**config.mk**
```make
export PLATFORM = sky130hd
export DESIGN_NAME = sample_freshness_filter
export DESIGN_NICKNAME = d
export VERILOG_FILES = /design/src/design/sff_pkg.sv /design/src/design/sff_cfg.sv /design/src/design/sff_core.sv /design/src/design/sample_freshness_filter.sv
export SDC_FILE = /design/constraint.sdc
export NUM_CORES = 1
export LEC_CHECK = 0
export BUFFER_PORTS_ARGS = -buffer_cell sky130_fd_sc_hd__buf_2
export CAP_MARGIN = 20
export CORE_ASPECT_RATIO = 0.8
export CORE_MARGIN = 5
export CORE_UTILIZATION = 43
export CTS_CLUSTER_SIZE = 28
export DETAILED_ROUTE_END_ITERATION = 12
export PLACE_DENSITY_LB_ADDON = 0.3
export SLEW_MARGIN = 10
export SYNTH_ARGS = -nofsm -noshare
export SYNTH_HDL_FRONTEND = slang
export SYNTH_SLANG_ARGS = --single-unit
export TNS_END_PERCENT = 50
```
**constraint.sdc**
```tcl
create_clock -name clk -period 6.9 [get_ports clk]
set_input_delay 1.035 -clock clk [delete_from_list [all_inputs] [get_ports clk]]
set_output_delay 1.035 -clock clk [all_outputs]
set_load 0.05 [all_outputs]
```
**src/design/sff_pkg.sv**
```systemverilog
package sff_pkg;

  localparam int SRC_W     = 15;
  localparam int SENDER_W  = 16;
  localparam int SESS_IN_W = 32;
  localparam int SEQ_IN_W  = 32;
  localparam int TIME_W    = 64;
  localparam int TMO_W     = 32;
  localparam int CFG_IDX_W = 2;
  localparam int CFG_DATA_W = 32;

  localparam logic [TMO_W-1:0] STALE_TIMEOUT_RST = 32'd10000;

  localparam logic [CFG_IDX_W-1:0] REG_EXPECTED_SOURCE = 2'd0;
  localparam logic [CFG_IDX_W-1:0] REG_STALE_TIMEOUT   = 2'd1;

  typedef enum logic [0:0] {
    MODE_ACCEPT = 1'b0,
    MODE_POLL   = 1'b1
  } mode_t;

  typedef enum logic [2:0] {
    ST_ACCEPTED     = 3'd0,
    ST_INVALID      = 3'd1,
    ST_SOURCE_UNSET = 3'd2,
    ST_OTHER_SOURCE = 3'd3,
    ST_OLD          = 3'd4
  } status_t;

  typedef struct packed {
    mode_t                 mode;
    logic [SENDER_W-1:0]   sender_id;
    logic                  decode_ok;
    logic [SESS_IN_W-1:0]  session_tag;
    logic [SEQ_IN_W-1:0]   sequence_num;
    logic [TIME_W-1:0]     now_ms;
  } item_t;

  typedef struct packed {
    logic    went_stale;
    status_t status;
  } result_t;

  typedef struct packed {
    logic [SRC_W-1:0] expected_source;
    logic [TMO_W-1:0] stale_timeout_ms;
    logic             clear;
  } cfg_t;

endpackage

```
**src/design/sff_cfg.sv**
```systemverilog
module sff_cfg (
  input  logic                              clk,
  input  logic                              rst_n,
  input  logic                              cfg_valid,
  output logic                              cfg_ready,
  input  logic [sff_pkg::CFG_IDX_W-1:0]     cfg_index,
  input  logic [sff_pkg::CFG_DATA_W-1:0]    cfg_data,
  output sff_pkg::cfg_t                     cfg
);
  import sff_pkg::*;

  logic [SRC_W-1:0] expected_source_r, expected_source_nxt;
  logic [TMO_W-1:0] stale_timeout_r, stale_timeout_nxt;
  logic             wr;
  logic [SRC_W-1:0] src_val;
  logic [TMO_W-1:0] tmo_val;
  logic             clear;

  assign cfg_ready = 1'b1;
  assign wr        = cfg_valid & cfg_ready;
  assign src_val   = cfg_data[SRC_W-1:0];
  assign tmo_val   = cfg_data[TMO_W-1:0];

  // zero writes are dropped; a new source also wipes the filter state
  always_comb begin
    expected_source_nxt = expected_source_r;
    stale_timeout_nxt   = stale_timeout_r;
    clear               = 1'b0;
    if (wr) begin
      if (cfg_index == REG_EXPECTED_SOURCE && src_val != '0) begin
        expected_source_nxt = src_val;
        clear               = 1'b1;
      end else if (cfg_index == REG_STALE_TIMEOUT && tmo_val != '0) begin
        stale_timeout_nxt = tmo_val;
      end
    end
  end

  always_ff @(posedge clk) begin
    if (!rst_n) begin
      expected_source_r <= '0;
      stale_timeout_r   <= STALE_TIMEOUT_RST;
    end else begin
      expected_source_r <= expected_source_nxt;
      stale_timeout_r   <= stale_timeout_nxt;
    end
  end

  assign cfg.expected_source  = expected_source_r;
  assign cfg.stale_timeout_ms = stale_timeout_r;
  assign cfg.clear            = clear;

endmodule

```
**src/design/sff_core.sv**
```systemverilog
module sff_core #(
  parameter int SESSION_WIDTH  = 32,
  parameter int SEQUENCE_WIDTH = 32
) (
  input  logic             clk,
  input  logic             rst_n,
  input  logic             fire,
  input  sff_pkg::item_t   item,
  input  sff_pkg::cfg_t    cfg,
  output sff_pkg::result_t result
);
  import sff_pkg::*;

  localparam int SESS_W = (SESSION_WIDTH < SESS_IN_W) ? SESSION_WIDTH : SESS_IN_W;
  localparam int SEQ_W  = (SEQUENCE_WIDTH < SEQ_IN_W) ? SEQUENCE_WIDTH : SEQ_IN_W;

  logic              have_sample_r, have_sample_nxt;
  logic              stale_mark_r, stale_mark_nxt;
  logic [SESS_W-1:0] last_session_r, last_session_nxt;
  logic [SEQ_W-1:0]  last_sequence_r, last_sequence_nxt;
  logic [SESS_W-1:0] prior_session_r, prior_session_nxt;
  logic [TIME_W-1:0] accept_time_r, accept_time_nxt;

  logic [SESS_W-1:0] sess;
  logic [SEQ_W-1:0]  seq;
  logic              time_back;
  logic              is_old;
  logic [TIME_W-1:0] elapsed;
  logic              timed_out;

  assign sess      = item.session_tag[SESS_W-1:0];
  assign seq       = item.sequence_num[SEQ_W-1:0];
  assign time_back = item.now_ms < accept_time_r;
  assign is_old    = (sess == prior_session_r) ||
                     (sess == last_session_r && seq <= last_sequence_r);
  assign elapsed   = item.now_ms - accept_time_r;
  assign timed_out = elapsed >= {{(TIME_W-TMO_W){1'b0}}, cfg.stale_timeout_ms};

  always_comb begin
    have_sample_nxt   = have_sample_r;
    stale_mark_nxt    = stale_mark_r;
    last_session_nxt  = last_session_r;
    last_sequence_nxt = last_sequence_r;
    prior_session_nxt = prior_session_r;
    accept_time_nxt   = accept_time_r;
    result.status     = ST_ACCEPTED;
    result.went_stale = 1'b0;

    unique case (item.mode)
      MODE_ACCEPT: begin
        priority if (cfg.expected_source == '0) begin
          result.status = ST_SOURCE_UNSET;
        end else if (item.sender_id != {1'b0, cfg.expected_source}) begin
          result.status = ST_OTHER_SOURCE;
        end else if (!item.decode_ok) begin
          result.status = ST_INVALID;
        end else if (have_sample_r && time_back) begin
          result.status = ST_INVALID;
        end else if (have_sample_r && is_old) begin
          result.status = ST_OLD;
        end else begin
          if (have_sample_r && sess != last_session_r) begin
            prior_session_nxt = last_session_r;
          end
          last_session_nxt  = sess;
          last_sequence_nxt = seq;
          accept_time_nxt   = item.now_ms;
          have_sample_nxt   = 1'b1;
          stale_mark_nxt    = 1'b0;
        end
      end
      MODE_POLL: begin
        // flag once per quiet period, never when time runs backwards
        if (have_sample_r && !stale_mark_r && !time_back && timed_out) begin
          stale_mark_nxt    = 1'b1;
          result.went_stale = 1'b1;
        end
      end
      default: begin
        result.status = ST_ACCEPTED;
      end
    endcase
  end

  always_ff @(posedge clk) begin
    if (!rst_n || cfg.clear) begin
      have_sample_r   <= 1'b0;
      stale_mark_r    <= 1'b0;
      last_session_r  <= '0;
      last_sequence_r <= '0;
      prior_session_r <= '0;
      accept_time_r   <= '0;
    end else if (fire) begin
      have_sample_r   <= have_sample_nxt;
      stale_mark_r    <= stale_mark_nxt;
      last_session_r  <= last_session_nxt;
      last_sequence_r <= last_sequence_nxt;
      prior_session_r <= prior_session_nxt;
      accept_time_r   <= accept_time_nxt;
    end
  end

endmodule

```
**src/design/sample_freshness_filter.sv**
```systemverilog
// Sample freshness filter for decoded position packets.
// Input stream (in_*): one transaction per packet check (in_tuser = 0) or
// staleness poll (in_tuser = 1). Output stream (out_*): one transaction per
// input, carrying the status code and the went-stale flag.
// Config channel (cfg_*): index 0 sets the expected source (nonzero write
// also clears the held sample), index 1 sets the stale timeout in ms. Zero
// writes are dropped. cfg_ready is always high; write only while idle.
// Path: an accepted input passes through the input register, then the result
// register. Throughput: one transaction per cycle while the receiver keeps
// out_tready high; the held sample state is read and updated as an item
// moves from the input register into the result register.
// When the receiver stalls, the result register holds its transaction and
// the input register still takes one more; in_tready then drops until the
// result is taken.
// Reset (rst_n low, synchronous): both streams empty, no source set,
// timeout 10000 ms, no sample held.
module sample_freshness_filter #(
  parameter int SESSION_WIDTH  = 32,
  parameter int SEQUENCE_WIDTH = 32
) (
  input  logic                           clk,
  input  logic                           rst_n,
  input  logic                           in_tvalid,
  output logic                           in_tready,
  // sender_id[15:0], decode_ok[16], session_tag[48:17], sequence_num[80:49],
  // now_ms[144:81], zero pad [151:145]
  input  logic [151:0]                   in_tdata,
  // mode[0]
  input  logic [0:0]                     in_tuser,
  output logic                           out_tvalid,
  input  logic                           out_tready,
  // status[2:0], went_stale[3], zero pad [7:4]
  output logic [7:0]                     out_tdata,
  input  logic                           cfg_valid,
  output logic                           cfg_ready,
  input  logic [sff_pkg::CFG_IDX_W-1:0]  cfg_index,
  input  logic [sff_pkg::CFG_DATA_W-1:0] cfg_data
);
  import sff_pkg::*;

  cfg_t    cfg;
  item_t   in_item;
  item_t   in_item_r, in_item_nxt;
  logic    in_valid_r, in_valid_nxt;
  result_t core_res;
  result_t out_res_r, out_res_nxt;
  logic    out_valid_r, out_valid_nxt;
  logic    advance;

  assign in_item.mode         = mode_t'(in_tuser[0]);
  assign in_item.sender_id    = in_tdata[15:0];
  assign in_item.decode_ok    = in_tdata[16];
  assign in_item.session_tag  = in_tdata[48:17];
  assign in_item.sequence_num = in_tdata[80:49];
  assign in_item.now_ms       = in_tdata[144:81];

  sff_cfg u_cfg (
    .clk       (clk),
    .rst_n     (rst_n),
    .cfg_valid (cfg_valid),
    .cfg_ready (cfg_ready),
    .cfg_index (cfg_index),
    .cfg_data  (cfg_data),
    .cfg       (cfg)
  );

  // item moves into the result register when that slot is free or emptying
  assign advance   = in_valid_r & (~out_valid_r | out_tready);
  assign in_tready = ~in_valid_r | advance;

  sff_core #(
    .SESSION_WIDTH  (SESSION_WIDTH),
    .SEQUENCE_WIDTH (SEQUENCE_WIDTH)
  ) u_core (
    .clk    (clk),
    .rst_n  (rst_n),
    .fire   (advance),
    .item   (in_item_r),
    .cfg    (cfg),
    .result (core_res)
  );

  always_comb begin
    in_valid_nxt  = in_valid_r;
    in_item_nxt   = in_item_r;
    out_valid_nxt = out_valid_r;
    out_res_nxt   = out_res_r;
    if (advance) begin
      in_valid_nxt = 1'b0;
    end
    if (in_tvalid && in_tready) begin
      in_valid_nxt = 1'b1;
      in_item_nxt  = in_item;
    end
    if (out_valid_r && out_tready) begin
      out_valid_nxt = 1'b0;
    end
    if (advance) begin
      out_valid_nxt = 1'b1;
      out_res_nxt   = core_res;
    end
  end

  always_ff @(posedge clk) begin
    if (!rst_n) begin
      in_valid_r  <= 1'b0;
      out_valid_r <= 1'b0;
    end else begin
      in_valid_r  <= in_valid_nxt;
      out_valid_r <= out_valid_nxt;
    end
  end

  always_ff @(posedge clk) begin
    in_item_r <= in_item_nxt;
    out_res_r <= out_res_nxt;
  end

  assign out_tvalid = out_valid_r;
  assign out_tdata  = {4'b0000, out_res_r.went_stale, out_res_r.status};

  a_advance_fills_out: assert property (@(posedge clk) disable iff (!rst_n)
    advance |=> out_valid_r)
    else $error("result register not loaded after an item advanced");

  a_stale_only_on_poll: assert property (@(posedge clk) disable iff (!rst_n)
    out_valid_r |-> !(out_res_r.went_stale && out_res_r.status != ST_ACCEPTED))
    else $error("went_stale set together with a nonzero status");

  a_status_range: assert property (@(posedge clk) disable iff (!rst_n)
    out_valid_r |-> (out_res_r.status <= ST_OLD))
    else $error("status code out of range");

endmodule

```
==> flow_results.xml <==
<?xml version="1.0" encoding="UTF-8"?>
<metrics>
  <group name="global_route">
    <metric name="grt_start_max_net_pins" unit="">225</metric>
    <metric name="gr-usage-met1" unit="%">25.3</metric>
    <metric name="grt_first_pass_wirelength" unit="mm">73.9</metric>
    <metric name="grt_antenna_before_repair" unit="">6</metric>
    <metric name="vias_in_the_first_global_route" unit="">14300</metric>
    <metric name="gr-usage-met2" unit="%">30.2</metric>
    <metric name="globalRouteTotalUtil" unit="%">18.6</metric>
    <metric name="grt_overflow" unit="">0</metric>
    <metric name="grt.busiest_layer" unit="">met2</metric>
    <metric name="grtUsageMet3" unit="%">4.27</metric>
  </group>
  <group name="synthesis">
    <metric name="syn_inst" unit="">1996</metric>
    <metric name="yosys.area.top_type" unit="">sky130_fd_sc_hd__edfxtp_1</metric>
    <metric name="synth_edf_count" unit="">150</metric>
    <metric name="synthesis.area" unit="µm²">19100</metric>
    <metric name="ys_dominant_reg_cell" unit="">sky130_fd_sc_hd__dfxtp_1</metric>
    <metric name="yosys.cell_types.count" unit="">93</metric>
    <metric name="seq_area_frac_synth" unit="%">45.8</metric>
    <metric name="ys.warnings.count" unit="">0</metric>
    <metric name="top_cells_by_area_synth" unit="">sky130_fd_sc_hd__edfxtp_1 24%, sky130_fd_sc_hd__dfxtp_1 22%, sky130_fd_sc_hd__ha_1 8.4%, sky130_fd_sc_hd__nor2_1 6.3%, sky130_fd_sc_hd__mux2i_1 6.1%</metric>
    <metric name="flip_flop_and_latch_count_after_synthesis" unit="">361</metric>
    <metric name="synth.top_cell.area_share" unit="%">23.6</metric>
    <metric name="ys_async_sr_fraction" unit="%">0</metric>
    <metric name="avgSynthCellArea" unit="µm²">9.56</metric>
  </group>
  <group name="sta">
    <metric name="fmaxAchievable" unit="MHz">180</metric>
    <metric name="timing.max_slew.rel_slack" unit="%">27.5</metric>
    <metric name="post-route-period-util" unit="%">80.7</metric>
    <metric name="slew_violations" unit="">0</metric>
    <metric name="actual_slew_at_the_worst_max_slew_pin" unit="ns">1.09</metric>
    <metric name="finalHoldViolCount" unit="">0</metric>
    <metric name="post-route-min-period" unit="ns">5.57</metric>
    <metric name="setup_viol" unit="">0</metric>
    <metric name="setup_total_negative_slack" unit="ns">0</metric>
    <metric name="whs" unit="ns">0.469</metric>
    <metric name="largest_clock_skew_in_the_final_design" unit="ns">0.0280</metric>
    <metric name="unrepaired_setup_endpoints_after_global_routing" unit="">no</metric>
  </group>
  <group name="finish">
    <metric name="finish.net_count" unit="">2475</metric>
    <metric name="mostFrequentLayoutCell" unit="">sky130_fd_sc_hd__nor2_1</metric>
    <metric name="final_cell_mix" unit="">319 x sky130_fd_sc_hd__nor2_1, 211 x sky130_fd_sc_hd__dfxtp_1, 197 x sky130_fd_sc_hd__a21oi_1</metric>
    <metric name="drive_gt1_share" unit="%">13.5</metric>
    <metric name="n_fill_cell" unit="">4112</metric>
    <metric name="area_growth_from_synthesis_to_final_layout" unit="%">14.7</metric>
  </group>
  <group name="setup_path">
    <metric name="crit_arrival" unit="ns">5.90</metric>
    <metric name="worst-r2r-cell-count" unit="">22</metric>
    <metric name="r2r_setup_slack" unit="ns">1.33</metric>
    <metric name="worstSetupEndpointType" unit="">flop</metric>
    <metric name="required" unit="ns">7.23</metric>
    <metric name="critical_path.max_fanout" unit="">5</metric>
    <metric name="origin_of_the_critical_flop_to_flop_path" unit="">in_item_r[6]</metric>
    <metric name="timing.critical_path.to" unit="">out_tdata[3]</metric>
    <metric name="setup.worst_path.start_class" unit="">flop</metric>
    <metric name="worst_setup_path_startpoint" unit="">in_item_r[6]</metric>
    <metric name="critical_path.reg2reg.endpoint" unit="">out_tdata[3]</metric>
    <metric name="setup.worst_path.class" unit="">reg -&gt; reg</metric>
  </group>
  <group name="placement">
    <metric name="number_of_buffers_added_on_ports" unit="">190</metric>
    <metric name="placer_s_final_routability_congestion_estimate" unit="">0.908</metric>
    <metric name="hpwl_after_detailed_placement" unit="mm">34.2</metric>
  </group>
  <group name="power">
    <metric name="switching_share" unit="%">24.4</metric>
    <metric name="share_comb_of_total_power" unit="%">10.7</metric>
    <metric name="power.internal" unit="mW">3.90</metric>
    <metric name="seqPwrFrac" unit="%">45.3</metric>
    <metric name="pwr-share-clk" unit="%">44.0</metric>
    <metric name="irDropWorstVdd" unit="V">0.000189</metric>
    <metric name="total_switching_power" unit="mW">1.26</metric>
    <metric name="total_leakage_power" unit="nW">8.40</metric>
    <metric name="power_per_cell_area" unit="nW/µm²">236</metric>
  </group>
  <group name="clock_tree">
    <metric name="cts_hold_buffers" unit="">0</metric>
    <metric name="later_pin_clock_latency_in_the_skew_report" unit="ns">0.57</metric>
    <metric name="cts_setup_buffers" unit="">0</metric>
    <metric name="clk_pin_slew_worst_paths" unit="ns">0.06</metric>
    <metric name="clock_sink_count" unit="">361</metric>
    <metric name="tritoncts_buffer_count" unit="">40</metric>
    <metric name="max-clock-path-buffers" unit="">3</metric>
    <metric name="cts-resized-gates" unit="">0</metric>
    <metric name="cts_htree_levels" unit="">2</metric>
    <metric name="tritoncts" unit="">done</metric>
    <metric name="clk_root_buffer_cell" unit="">sky130_fd_sc_hd__clkbuf_16</metric>
  </group>
  <group name="route">
    <metric name="postRouteAntennaNets" unit="">0</metric>
    <metric name="detail_route.wirelength" unit="mm">46.2</metric>
    <metric name="drt-wirelength-per-cell" unit="µm">16.6</metric>
    <metric name="drc" unit="">0</metric>
    <metric name="drtIter0Drc" unit="">842</metric>
    <metric name="total_via_count_after_detailed_routing" unit="">14600</metric>
    <metric name="routed_via_density" unit="">5.23</metric>
    <metric name="drtPass1Iterations" unit="">5</metric>
  </group>
  <group name="die">
    <metric name="design.portCount" unit="">203</metric>
    <metric name="floorplan.die_area" unit="µm²">48700</metric>
    <metric name="start_util" unit="%">43.2</metric>
    <metric name="core_area" unit="µm²">44100</metric>
    <metric name="die_width" unit="µm">245</metric>
    <metric name="site_row_count" unit="">69</metric>
    <metric name="fp.dieH" unit="µm">198</metric>
  </group>
  <group name="job">
    <metric name="maximum_capacitance_violations" unit="">0</metric>
  </group>
  <group name="status">
    <metric name="status" unit="">finished, final reports clean</metric>
  </group>
  <group name="hold_path">
    <metric name="min-delay-path-class" unit="">reg -&gt; reg</metric>
  </group>
</metrics>
-- cells in the mapped netlist (3+ instances only) --
| cell type | count |
|---|---|
| sky130_fd_sc_hd__o21ai_0 | 59 |
| sky130_fd_sc_hd__or4_1 | 5 |
| sky130_fd_sc_hd__buf_2 | 17 |
| sky130_fd_sc_hd__a21oi_1 | 197 |
| sky130_fd_sc_hd__clkbuf_1 | 42 |
| sky130_fd_sc_hd__nand2_1 | 87 |
| sky130_fd_sc_hd__inv_1 | 141 |
| sky130_fd_sc_hd__dfxtp_1 | 211 |
| sky130_fd_sc_hd__nor2b_1 | 45 |
| sky130_fd_sc_hd__a211oi_1 | 8 |
| sky130_fd_sc_hd__o21a_1 | 14 |
| sky130_fd_sc_hd__nor3_1 | 17 |
| sky130_fd_sc_hd__nand3b_1 | 4 |
| sky130_fd_sc_hd__o21ai_1 | 5 |
| sky130_fd_sc_hd__mux2i_1 | 116 |
| sky130_fd_sc_hd__a21boi_0 | 5 |
| sky130_fd_sc_hd__and4_1 | 5 |
| sky130_fd_sc_hd__o21bai_1 | 6 |
| sky130_fd_sc_hd__o211ai_1 | 13 |
| sky130_fd_sc_hd__a221oi_1 | 3 |
| sky130_fd_sc_hd__and3_1 | 9 |
| sky130_fd_sc_hd__a31oi_1 | 9 |
| sky130_fd_sc_hd__nand2b_1 | 11 |
| sky130_fd_sc_hd__nor4_1 | 21 |
| sky130_fd_sc_hd__o221a_2 | 3 |
| sky130_fd_sc_hd__edfxtp_1 | 150 |
| sky130_fd_sc_hd__nand3_1 | 14 |
| sky130_fd_sc_hd__nand4_1 | 60 |
| sky130_fd_sc_hd__buf_1 | 5 |
| sky130_fd_sc_hd__a211o_1 | 4 |
| sky130_fd_sc_hd__xor2_1 | 21 |
| sky130_fd_sc_hd__buf_4 | 10 |
| sky130_fd_sc_hd__buf_6 | 4 |
| sky130_fd_sc_hd__xnor2_1 | 99 |
| sky130_fd_sc_hd__a21o_1 | 44 |
| sky130_fd_sc_hd__a311oi_1 | 4 |
| sky130_fd_sc_hd__and2_1 | 11 |
| sky130_fd_sc_hd__nor2_1 | 319 |
| sky130_fd_sc_hd__ha_1 | 128 |
| sky130_fd_sc_hd__or3_1 | 4 |
-- worst min path at each step --
stage	from	cells past startpoint	slack [ns]	end
after CTS	u_cfg.stale_timeout_r[30]	2	0.47	u_cfg.stale_timeout_r[30]
final	u_cfg.stale_timeout_r[30]	2	0.47	u_cfg.stale_timeout_r[30]
after global placement	u_cfg.stale_timeout_r[28]	2	0.46	u_cfg.stale_timeout_r[28]
after global routing	u_cfg.stale_timeout_r[28]	2	0.50	u_cfg.stale_timeout_r[28]
after detailed placement	u_cfg.stale_timeout_r[30]	2	0.46	u_cfg.stale_timeout_r[30]
after floorplan	u_cfg.stale_timeout_r[28]	2	0.44	u_cfg.stale_timeout_r[28]
-- routing by layer --
| layer | vias up | share of wire (%) |
|---|---|---|
| met5 | - | 0.13 |
| met4 | 10 | 2.0 |
| met3 | 75 | 5.9 |
| met2 | 302 | 45 |
| met1 | 6892 | 47 |
| li1 | 7320 | - |
-- per-stage QoR --
step	area (µm²)	util (%)	cells	worst slack (ns)	total power, mW
after global placement	20400	46.2	2713	1.51	2.92
after CTS	21800	49.5	2786	1.38	5.22
final	21900	49.6	2789	1.33	5.16
after floorplan	19100	-	1999	1.33	2.75
after global routing	21900	49.6	2789	0.949	5.38
after detailed placement	20400	46.2	2713	1.43	2.93
-- final cells by class --
cell class | instances | area [µm²] | share of cell area, %
multi-input combinational | 1412 | 9380 | 42.9
clock buffer | 57 | 1200 | 5.49
inverter | 141 | 529 | 2.42
timing repair buffer | 198 | 1050 | 4.80
antenna | 1 | 2.50 | 0.0114
tap | 603 | 754 | 3.45
clock inverter | 16 | 229 | 1.05
sequential | 361 | 8730 | 39.9
-- power by group through the flow --
stage / sequential (mW) / combinational, mW / clock [mW]
final: 2.34 / 0.550 / 2.27
after global routing: 2.34 / 0.610 / 2.42
after CTS: 2.34 / 0.546 / 2.34
after detailed placement: 2.38 / 0.542 / 0
after global placement: 2.38 / 0.533 / 0
after floorplan: 2.38 / 0.367 / 0
-- critical path, stage by stage (launching register included) --
cell,delay (ns)
sky130_fd_sc_hd__edfxtp_1,0.39
sky130_fd_sc_hd__ha_1,0.39
sky130_fd_sc_hd__a21oi_1,0.31
sky130_fd_sc_hd__o221a_2,0.24
sky130_fd_sc_hd__o32a_1,0.30
sky130_fd_sc_hd__or2b_2,0.35
sky130_fd_sc_hd__a31oi_1,0.27
sky130_fd_sc_hd__o21bai_1,0.10
sky130_fd_sc_hd__a21oi_1,0.18
sky130_fd_sc_hd__xnor2_1,0.15
sky130_fd_sc_hd__ha_1,0.26
sky130_fd_sc_hd__a21o_1,0.19
sky130_fd_sc_hd__a21o_1,0.17
sky130_fd_sc_hd__a21oi_1,0.21
sky130_fd_sc_hd__nor4_1,0.08
sky130_fd_sc_hd__nor3_1,0.34
sky130_fd_sc_hd__o2111a_1,0.24
sky130_fd_sc_hd__nand4_1,0.09
sky130_fd_sc_hd__nor4_1,0.30
sky130_fd_sc_hd__nand4_1,0.17
sky130_fd_sc_hd__nor4b_2,0.27
sky130_fd_sc_hd__and4_4,0.29
sky130_fd_sc_hd__nor2_1,0.05
-- sequential cells by signal, indices dropped and copies added (netlist names), 4 cells and up --
signal	cells
u_cfg.stale_timeout_r	32
u_core.prior_session_r	32
u_core.accept_time_r	64
u_cfg.expected_source_r	15
u_core.last_sequence_r	32
u_core.last_session_r	32
out_tdata	4
in_item_r	146
-- kinds of logic after synthesis --
| group | share of synthesized area [%] |
|---|---|
| multiplexers | 6.09 |
| flip-flops | 45.8 |
| buffers and inverters | 5.18 |
| XOR/XNOR | 5.60 |
| AO/OA/AOI/OAI | 13.2 |
| other | 0.0394 |
| AND/OR/NAND/NOR | 15.6 |
| adder cells (fa/ha/maj) | 8.50 |
No activity file was read; power rests on OpenSTA's default activity.
